`src/rtl/drs_pkg.sv`:
```
// Shared types and constants of the disk request scheduler.
package drs_pkg;

  // Fixed field widths of the request and result words.
  localparam int BLK_W     = 24;
  localparam int PRIO_W    = 3;
  localparam int TAG_W     = 8;
  localparam int DELAY_W   = 16;
  localparam int LAT_W     = 25;
  localparam int CNT_OUT_W = 5;
  localparam int STATUS_W  = 2;
  localparam int CFG_IDX_W = 1;

  // Operation codes of an input word.
  localparam logic OP_ENQUEUE  = 1'b0;
  localparam logic OP_DISPATCH = 1'b1;

  // Policy codes.
  localparam logic POL_FCFS = 1'b0;
  localparam logic POL_SSTF = 1'b1;

  // Configuration register indexes.
  localparam logic [CFG_IDX_W-1:0] CFG_POLICY    = 1'd0;
  localparam logic [CFG_IDX_W-1:0] CFG_ROT_DELAY = 1'd1;

  // Result status codes.
  localparam logic [STATUS_W-1:0] ST_ENQUEUED   = 2'd0;
  localparam logic [STATUS_W-1:0] ST_DISPATCHED = 2'd1;
  localparam logic [STATUS_W-1:0] ST_FULL       = 2'd2;
  localparam logic [STATUS_W-1:0] ST_EMPTY      = 2'd3;

  // Sequencer states, one-hot.
  typedef enum logic [3:0] {
    S_IDLE   = 4'b0001,
    S_SCAN   = 4'b0010,
    S_SHIFT  = 4'b0100,
    S_FINISH = 4'b1000
  } drs_state_t;

endpackage

```
`src/rtl/disk_request_scheduler_core.sv`:
```
// Disk request queue held in a synchronous memory, with an FCFS or SSTF dispatch sequencer.
// Enqueue, queue-full and queue-empty words go straight to S_FINISH, which loads their result
// once the result register is free. A dispatch scans the queued entries one per cycle through
// the single memory read port (one entry under FCFS, all of them under SSTF), then closes the
// gap one entry per cycle. One word is in work at a time; a new word is taken while a finished
// result waits. Synchronous active-low reset empties the queue, homes the head and clears both
// registers.
module disk_request_scheduler_core #(
  parameter int QUEUE_DEPTH = 16,
  parameter int BLOCK_BITS  = 24
) (
  input  logic                              clk,
  input  logic                              rst_n,
  // Configuration port
  input  logic                              cfg_we,
  input  logic [drs_pkg::CFG_IDX_W-1:0]     cfg_index,
  input  logic [drs_pkg::DELAY_W-1:0]       cfg_wdata,
  // Request channel
  input  logic                              in_valid,
  output logic                              in_stall,
  input  logic                              in_operation,
  input  logic [drs_pkg::BLK_W-1:0]         in_block_number,
  input  logic [drs_pkg::PRIO_W-1:0]        in_priority_req,
  input  logic [drs_pkg::TAG_W-1:0]         in_owner_tag,
  input  logic                              in_is_write,
  // Result channel
  output logic                              out_valid,
  input  logic                              out_stall,
  output logic [drs_pkg::STATUS_W-1:0]      out_status,
  output logic [drs_pkg::BLK_W-1:0]         out_served_block,
  output logic [drs_pkg::TAG_W-1:0]         out_served_tag,
  output logic                              out_served_write,
  output logic [drs_pkg::LAT_W-1:0]         out_latency,
  output logic [drs_pkg::CNT_OUT_W-1:0]     out_queue_count
);

  // Stored block width never exceeds the block field.
  localparam int SB = (BLOCK_BITS < drs_pkg::BLK_W) ? BLOCK_BITS : drs_pkg::BLK_W;
  localparam int EW = SB + drs_pkg::PRIO_W + drs_pkg::TAG_W + 1;
  localparam int CW = $clog2(QUEUE_DEPTH + 1);
  localparam int IW = $clog2(QUEUE_DEPTH);
  localparam int PRIO_LO = drs_pkg::TAG_W + 1;

  drs_pkg::drs_state_t state_r, state_nxt;

  logic [CW-1:0]                   cnt_r, cnt_nxt;
  logic [SB-1:0]                   head_r, head_nxt;
  logic                            policy_r, policy_nxt;
  logic [drs_pkg::DELAY_W-1:0]     rot_r, rot_nxt;
  logic [CW-1:0]                   iss_r, iss_nxt;
  logic [CW-1:0]                   sh_r, sh_nxt;
  logic                            rdv_r, rdv_nxt;
  logic [IW-1:0]                   ridx_r, ridx_nxt;
  logic [IW-1:0]                   best_idx_r, best_idx_nxt;
  logic [SB-1:0]                   best_d_r, best_d_nxt;
  logic [drs_pkg::PRIO_W-1:0]      best_prio_r, best_prio_nxt;
  logic [SB-1:0]                   best_blk_r, best_blk_nxt;
  logic [drs_pkg::TAG_W-1:0]       best_tag_r, best_tag_nxt;
  logic                            best_wr_r, best_wr_nxt;
  logic [drs_pkg::STATUS_W-1:0]    res_status_r, res_status_nxt;

  logic                            out_valid_r, out_valid_nxt;
  logic [drs_pkg::STATUS_W-1:0]    out_status_r, out_status_nxt;
  logic [drs_pkg::BLK_W-1:0]       out_blk_r, out_blk_nxt;
  logic [drs_pkg::TAG_W-1:0]       out_tag_r, out_tag_nxt;
  logic                            out_wr_r, out_wr_nxt;
  logic [drs_pkg::LAT_W-1:0]       out_lat_r, out_lat_nxt;
  logic [drs_pkg::CNT_OUT_W-1:0]   out_cnt_r, out_cnt_nxt;
  logic                            out_load;

  // Queue memory with one write and one registered read port.
  logic [EW-1:0]                   mem [QUEUE_DEPTH];
  logic [EW-1:0]                   mem_q;
  logic                            rd_en, wr_en;
  logic [IW-1:0]                   rd_addr, wr_addr;
  logic [EW-1:0]                   wr_data;

  logic                            in_acc;
  logic [CW-1:0]                   lim;
  logic [SB-1:0]                   cand_blk, cand_d;
  logic [drs_pkg::PRIO_W-1:0]      cand_prio;
  logic                            take;
  logic [IW-1:0]                   fin_idx;
  logic [drs_pkg::LAT_W:0]         lat_sum;
  logic [CW+drs_pkg::CNT_OUT_W-1:0] cnt_ext;

  assign in_stall = (state_r != drs_pkg::S_IDLE);
  assign in_acc   = in_valid && !in_stall;
  assign lim      = (policy_r == drs_pkg::POL_SSTF) ? cnt_r : CW'(1);

  // Candidate entry arriving from the memory and its seek distance.
  assign cand_blk  = mem_q[EW-1 -: SB];
  assign cand_prio = mem_q[PRIO_LO +: drs_pkg::PRIO_W];
  assign cand_d    = (cand_blk >= head_r) ? (cand_blk - head_r) : (head_r - cand_blk);
  assign take      = (ridx_r == '0) || (cand_d < best_d_r) ||
                     ((cand_d == best_d_r) && (cand_prio > best_prio_r));
  assign fin_idx   = take ? ridx_r : best_idx_r;

  // Latency is seek distance plus rotational delay, saturated to the field.
  assign lat_sum = (drs_pkg::LAT_W + 1)'(best_d_r) + (drs_pkg::LAT_W + 1)'(rot_r);
  assign cnt_ext = {{drs_pkg::CNT_OUT_W{1'b0}}, cnt_r};

  // Configuration registers.
  always_comb begin
    policy_nxt = policy_r;
    rot_nxt    = rot_r;
    if (cfg_we) begin
      case (cfg_index)
        drs_pkg::CFG_POLICY:    policy_nxt = cfg_wdata[0];
        drs_pkg::CFG_ROT_DELAY: rot_nxt    = cfg_wdata;
        default: ;
      endcase
    end
  end

  // Sequencer: accept, scan for the pick, compact the queue, deliver.
  always_comb begin
    state_nxt      = state_r;
    cnt_nxt        = cnt_r;
    head_nxt       = head_r;
    iss_nxt        = iss_r;
    sh_nxt         = sh_r;
    rdv_nxt        = 1'b0;
    ridx_nxt       = ridx_r;
    best_idx_nxt   = best_idx_r;
    best_d_nxt     = best_d_r;
    best_prio_nxt  = best_prio_r;
    best_blk_nxt   = best_blk_r;
    best_tag_nxt   = best_tag_r;
    best_wr_nxt    = best_wr_r;
    res_status_nxt = res_status_r;
    rd_en          = 1'b0;
    rd_addr        = iss_r[IW-1:0];
    wr_en          = 1'b0;
    wr_addr        = cnt_r[IW-1:0];
    wr_data        = {in_block_number[SB-1:0], in_priority_req, in_owner_tag, in_is_write};
    out_load       = 1'b0;

    case (state_r)
      drs_pkg::S_IDLE: begin
        if (in_acc) begin
          state_nxt = drs_pkg::S_FINISH;
          if (in_operation == drs_pkg::OP_ENQUEUE) begin
            if (cnt_r == CW'(QUEUE_DEPTH)) begin
              res_status_nxt = drs_pkg::ST_FULL;
            end else begin
              wr_en          = 1'b1;
              cnt_nxt        = cnt_r + CW'(1);
              res_status_nxt = drs_pkg::ST_ENQUEUED;
            end
          end else if (cnt_r == '0) begin
            res_status_nxt = drs_pkg::ST_EMPTY;
          end else begin
            iss_nxt   = '0;
            state_nxt = drs_pkg::S_SCAN;
          end
        end
      end

      drs_pkg::S_SCAN: begin
        // Issue one read per cycle until the scan limit.
        if (iss_r < lim) begin
          rd_en    = 1'b1;
          rd_addr  = iss_r[IW-1:0];
          rdv_nxt  = 1'b1;
          ridx_nxt = iss_r[IW-1:0];
          iss_nxt  = iss_r + CW'(1);
        end
        // Compare the entry read in the previous cycle.
        if (rdv_r) begin
          if (take) begin
            best_idx_nxt  = ridx_r;
            best_d_nxt    = cand_d;
            best_prio_nxt = cand_prio;
            best_blk_nxt  = cand_blk;
            best_tag_nxt  = mem_q[1 +: drs_pkg::TAG_W];
            best_wr_nxt   = mem_q[0];
          end
          if (CW'(ridx_r) == lim - CW'(1)) begin
            sh_nxt    = CW'(fin_idx) + CW'(1);
            state_nxt = drs_pkg::S_SHIFT;
          end
        end
      end

      drs_pkg::S_SHIFT: begin
        // Read entry i+1 now, write it to entry i next cycle.
        if (sh_r < cnt_r) begin
          rd_en    = 1'b1;
          rd_addr  = sh_r[IW-1:0];
          rdv_nxt  = 1'b1;
          ridx_nxt = sh_r[IW-1:0] - IW'(1);
          sh_nxt   = sh_r + CW'(1);
        end
        if (rdv_r) begin
          wr_en   = 1'b1;
          wr_addr = ridx_r;
          wr_data = mem_q;
        end else if (sh_r >= cnt_r) begin
          cnt_nxt        = cnt_r - CW'(1);
          head_nxt       = best_blk_r;
          res_status_nxt = drs_pkg::ST_DISPATCHED;
          state_nxt      = drs_pkg::S_FINISH;
        end
      end

      drs_pkg::S_FINISH: begin
        if (!out_valid_r || !out_stall) begin
          out_load  = 1'b1;
          state_nxt = drs_pkg::S_IDLE;
        end
      end

      default: state_nxt = drs_pkg::S_IDLE;
    endcase
  end

  // Result word assembly.
  always_comb begin
    out_valid_nxt  = out_valid_r && out_stall;
    out_status_nxt = res_status_r;
    out_blk_nxt    = '0;
    out_tag_nxt    = '0;
    out_wr_nxt     = 1'b0;
    out_lat_nxt    = '0;
    out_cnt_nxt    = cnt_ext[drs_pkg::CNT_OUT_W-1:0];
    if (out_load) begin
      out_valid_nxt = 1'b1;
    end
    if (res_status_r == drs_pkg::ST_DISPATCHED) begin
      out_blk_nxt = drs_pkg::BLK_W'(best_blk_r);
      out_tag_nxt = best_tag_r;
      out_wr_nxt  = best_wr_r;
      out_lat_nxt = lat_sum[drs_pkg::LAT_W] ? {drs_pkg::LAT_W{1'b1}}
                                            : lat_sum[drs_pkg::LAT_W-1:0];
    end
  end

  // Control registers.
  always_ff @(posedge clk) begin
    if (!rst_n) begin
      state_r     <= drs_pkg::S_IDLE;
      cnt_r       <= '0;
      head_r      <= '0;
      policy_r    <= drs_pkg::POL_FCFS;
      rot_r       <= '0;
      rdv_r       <= 1'b0;
      out_valid_r <= 1'b0;
    end else begin
      state_r     <= state_nxt;
      cnt_r       <= cnt_nxt;
      head_r      <= head_nxt;
      policy_r    <= policy_nxt;
      rot_r       <= rot_nxt;
      rdv_r       <= rdv_nxt;
      out_valid_r <= out_valid_nxt;
    end
  end

  // Working and payload registers.
  always_ff @(posedge clk) begin
    iss_r        <= iss_nxt;
    sh_r         <= sh_nxt;
    ridx_r       <= ridx_nxt;
    best_idx_r   <= best_idx_nxt;
    best_d_r     <= best_d_nxt;
    best_prio_r  <= best_prio_nxt;
    best_blk_r   <= best_blk_nxt;
    best_tag_r   <= best_tag_nxt;
    best_wr_r    <= best_wr_nxt;
    res_status_r <= res_status_nxt;
    if (out_load) begin
      out_status_r <= out_status_nxt;
      out_blk_r    <= out_blk_nxt;
      out_tag_r    <= out_tag_nxt;
      out_wr_r     <= out_wr_nxt;
      out_lat_r    <= out_lat_nxt;
      out_cnt_r    <= out_cnt_nxt;
    end
  end

  // Queue memory write port.
  always_ff @(posedge clk) begin
    if (wr_en) begin
      mem[wr_addr] <= wr_data;
    end
  end

  // Queue memory read port, registered.
  always_ff @(posedge clk) begin
    if (rd_en) begin
      mem_q <= mem[rd_addr];
    end
  end

  assign out_valid        = out_valid_r;
  assign out_status       = out_status_r;
  assign out_served_block = out_blk_r;
  assign out_served_tag   = out_tag_r;
  assign out_served_write = out_wr_r;
  assign out_latency      = out_lat_r;
  assign out_queue_count  = out_cnt_r;

  // The fill count never passes the queue depth.
  a_cnt_bound: assert property (@(posedge clk) disable iff (!rst_n)
    cnt_r <= CW'(QUEUE_DEPTH))
    else $error("queue count exceeds depth");

  // Compaction writes stay below the last occupied entry.
  a_shift_addr: assert property (@(posedge clk) disable iff (!rst_n)
    (wr_en && state_r == drs_pkg::S_SHIFT) |-> (CW'(wr_addr) < cnt_r - CW'(1)))
    else $error("compaction write outside the queue");

  // The head only moves when a dispatch completes.
  a_head_move: assert property (@(posedge clk) disable iff (!rst_n)
    (head_r != $past(head_r)) |-> ($past(state_r) == drs_pkg::S_SHIFT))
    else $error("head moved outside a dispatch");

  // A result register still held by a stall is never overwritten.
  a_no_overrun: assert property (@(posedge clk) disable iff (!rst_n)
    (out_valid_r && out_stall) |-> !out_load)
    else $error("result overwritten while stalled");

  // Each scan picks an occupied entry.
  a_pick_valid: assert property (@(posedge clk) disable iff (!rst_n)
    (state_r == drs_pkg::S_SHIFT) |-> (CW'(best_idx_r) < cnt_r))
    else $error("picked entry beyond the queue");

endmodule

```
`config.mk`:
```
export PLATFORM = sky130hd
export DESIGN_NAME = disk_request_scheduler_core
export DESIGN_NICKNAME = d
export VERILOG_FILES = /design/src/rtl/drs_pkg.sv /design/src/rtl/disk_request_scheduler_core.sv
export SDC_FILE = /design/constraint.sdc
export NUM_CORES = 1
export LEC_CHECK = 0
export BUFFER_PORTS_ARGS = -buffer_cell sky130_fd_sc_hd__buf_2
export CORE_MARGIN = 1.5
export CORE_UTILIZATION = 55
export CTS_CLUSTER_SIZE = 10
export DETAILED_ROUTE_END_ITERATION = 12
export PLACE_DENSITY = 0.71
export SYNTH_ARGS = -nofsm -noshare
export SYNTH_HDL_FRONTEND = slang
export SYNTH_SLANG_ARGS = --single-unit
```
`constraint.sdc`:
```
create_clock -name clk -period 7.44 [get_ports clk]
set_input_delay 1.488 -clock clk [delete_from_list [all_inputs] [get_ports clk]]
set_output_delay 1.488 -clock clk [all_outputs]
set_load 0.01 [all_outputs]
```
==> out/qor.yml <==
synthesis:
  synthXorXnorAreaFrac_pct: 1.298
  ys_ff_latch: 809
  synth.area.mux_share_pct: 4.775
  synth_cells: 2679
  synth_area_leaders: "edfxtp_1, ha_1, nand2_1"
  synth_area_um2: 35770
  synth_area_leader_cell: "edfxtp_1"
  yosys.area.top_type_share_pct: 63.55
  synthSimpleGateAreaFrac_pct: 10.33
  async_flop_share_pct: 0
  synth.most_common_cell: "edfxtp_1"
  syn_nets: 2848
  synth-edff-count: 757
  yosysSeqAreaShare_pct: 66.46
  synth_compound_area_share_pct: 10.36
  synthTopCellsByCount: "edfxtp_1, nand2_1, a211oi_1, and2_1, ha_1"
  synthFlopType: "edfxtp_1"
  synth_top_family_by_area: "compound AO/OA/AOI/OAI gates"
  synth_cell_types: 67
  yosysWarnings: 0
  synth_area_per_cell_um2: 13.35
  synthAdderAreaFrac_pct: 3.932
clocking:
  numCtsBuffers: 92
  clock_latency_ns: 0.64
  htreeDepth: 3
  clkSinkCount: 809
  cts_hold_buf: 0
  post_cts_resized: 0
  max-clock-path-buffers: 3
  clk_pin_slew_worst_paths_ns: 0.05
  cts_tree: "built"
  cts-root-buf: "clkbuf_16"
  postCtsSetupBuffers: 0
critical_path:
  crit-reg2reg-launch: "mem_q[27]"
  critPathKind: "flop to flop"
  cp_slowest_cell: "o31ai_2"
  slowest_delay_ns: 0.47
  crit_path_end_kind: "flop"
  crit_chain: "ha_1 -> a2111oi_0 -> o21ai_0 -> a21o_1 -> o31ai_2 -> nand2_1 -> mux2_2 -> a221oi_1 -> a21oi_1 -> a21oi_1 -> xnor2_1 -> ha_1 -> nand4_1 -> nor3_1 -> a222oi_1 -> or3b_2 -> o21ai_1 -> o21ai_0 -> o21ai_0 -> inv_1 -> ha_1 -> nand3_1 -> xor2_1 -> o21ai_0"
  required_ns: 7.79
  cp.buffers_inverters: 1
  critical_path.top_delay_family: "compound AO/OA/AOI/OAI gates"
  cp-start-kind: "flop"
  path_common_cell: "o21ai_0"
  path_max_fanout: 10
  cp-startpoint: "mem_q[27]"
  crit_arrival_ns: 7.26
  rrSetupSlack_ns: 0.53
pwr:
  p_clk_share_pct: 34.7
  comb_power_share_pct: 19.4
  p_per_area_nw_per_um2: 287.4
  p_int_w: 0.008358
  p_sw_w: 0.003180
  peakVddDrop_uv: 213.4
  sw_frac_of_total_pct: 27.56
  power.leakage_nw: 14.46
  seq_power_share_pct: 45.9
worst_hold_path:
  hold_path_startpoint: "mem_q[2]"
  min_path_type: "flop to flop"
route:
  drcViolationCount: 2
  drtPass1Iterations: 10
  vias: 22420
  drt_wl_total_um: 86230
  drt_first_iter_violations: 2241
  viasPerCell: 6.040
  antenna_left: 0
  post_drt_wl_per_cell_um: 23.23
sta:
  period_share_pct: 92.89
  setup_viol: 0
  rsz0062_at_grt: "no"
  worst_pin_slew_ns: 1.052
  hold_viol: 0
  fin_crit_ns: 6.911
  slew_viol_final: 0
  skew_ns: 0.01840
  tns_ns: 0
  setup_ws_ns: 0.5292
  max_freq_mhz: 144.7
  slew_headroom_pct: 29.51
grt:
  grt_first_pass_wirelength_um: 130000
  grt_remaining_overflow: 0
  grt_pass1_vias: 21940
  grt_antenna_before_repair: 1
  grt_max_degree: 143
  groute.usage.overall_pct: 25.70
final_layout:
  drive_gt1_share_pct: 13.41
  syn_to_final_growth_pct: 12.24
  nFillCells: 4742
  fin_nets: 2985
die:
  num_rows: 93
  dieHeight_um: 258.0
  die_x_um: 258.0
  initial_core_util_pct: 55.59
  die_area_um2: 66580
  core_area_um2: 64350
  io_pins: 126
placed_design:
  place_hpwl_um: 50230
  gp_congestion: 0.9595
  dp_slack_ns: 0.6490
  io_buffers: 125
run:
  maxCapViolations: 0
outcome:
  status: "finished with violations"
  violations: "design-rule violations"
==> power by group through the flow <==
stage	Combinational (W)	Clock, W	Sequential, W
detailed placement	0.00222	0	0.00539
global placement	0.00216	0	0.00538
global route	0.00243	0.00424	0.00531
floorplan	0.00156	0	0.00539
CTS	0.00223	0.00407	0.00529
finish	0.00223	0.00401	0.00529
==> per-layer routing <==
layer | routed length (um) | GRT usage [%]
met1 | 35930 | 34.93
met2 | 42460 | 43.62
met3 | 5794 | 2.945
met4 | 2047 | 7.976
met5 | 0 | 0
==> logic make-up after synthesis <==
kind of cell	after synthesis
AO/OA/AOI/OAI	531
flip-flops	809
multiplexers	162
XOR/XNOR	53
AND/OR/NAND/NOR	768
buffers and inverters	246
adder cells (fa/ha/maj)	110
==> sequential cells by signal, indices dropped and copies added, names as in the netlist, 5 cells and up <==
signal	flops
out_served_tag	8
best_tag_r	8
out_served_block	24
out_queue_count	5
mem_q	36
rot_r	16
best_d_r	24
iss_r	5
sh_r	5
out_latency	25
mem	576
best_blk_r	24
cnt_r	5
head_r	24
==> through the flow <==
stage,power [W],instance area [um^2],cells,utilization (%),hold slack [ns]
final,0.01154,40150,3712,62.39,0.4383
after global routing,0.01197,40150,3711,62.39,0.4464
after CTS,0.01160,40150,3711,62.39,0.4441
after detailed placement,0.007604,37540,3577,58.34,0.4326
after global placement,0.007538,37540,3577,58.34,0.4346
after floorplan,0.006949,35770,2679,-,0.4204
==> placed cells by master, fill, tap and decap left out, types with 29 or more instances in the layout <==
| master | count |
|---|---|
| o21ai_0 | 61 |
| ha_1 | 106 |
| and2_0 | 36 |
| edfxtp_1 | 757 |
| buf_2 | 125 |
| o32ai_1 | 37 |
| a21oi_1 | 82 |
| a221o_1 | 37 |
| a211oi_1 | 117 |
| a31oi_1 | 82 |
| mux2_2 | 55 |
| nand2_1 | 343 |
| clkbuf_16 | 92 |
| xnor2_1 | 36 |
| and2_1 | 116 |
| clkbuf_1 | 29 |
| nor2_1 | 71 |
| buf_4 | 57 |
| dfxtp_1 | 52 |
| inv_1 | 102 |
| nor2b_1 | 37 |
| and3_1 | 43 |
| mux2i_1 | 105 |
| a21o_1 | 34 |
==> path summary, 6_finish.rpt <==
check                                endpoint  cells after the start
worst max-delay path                  sh_r[4]                     24
worst min-delay path            best_tag_r[1]                      0
worst max register to register        sh_r[4]                     24
worst min register to register  best_tag_r[1]                      0
==> final cells by class <==
class | instances | area (um^2) | share of cell area, %
sequential | 809 | 23770 | 59.21
timing repair buffer | 187 | 1154 | 2.873
tap | 855 | 1070 | 2.664
inverter | 102 | 382.9 | 0.9536
antenna | 1 | 2.502 | 0.006233
clock buffer | 125 | 2466 | 6.142
multi-input combinational | 1624 | 11160 | 27.79
clock inverter | 9 | 142.6 | 0.3553
Note: power is estimated with default switching activity, not from simulation.
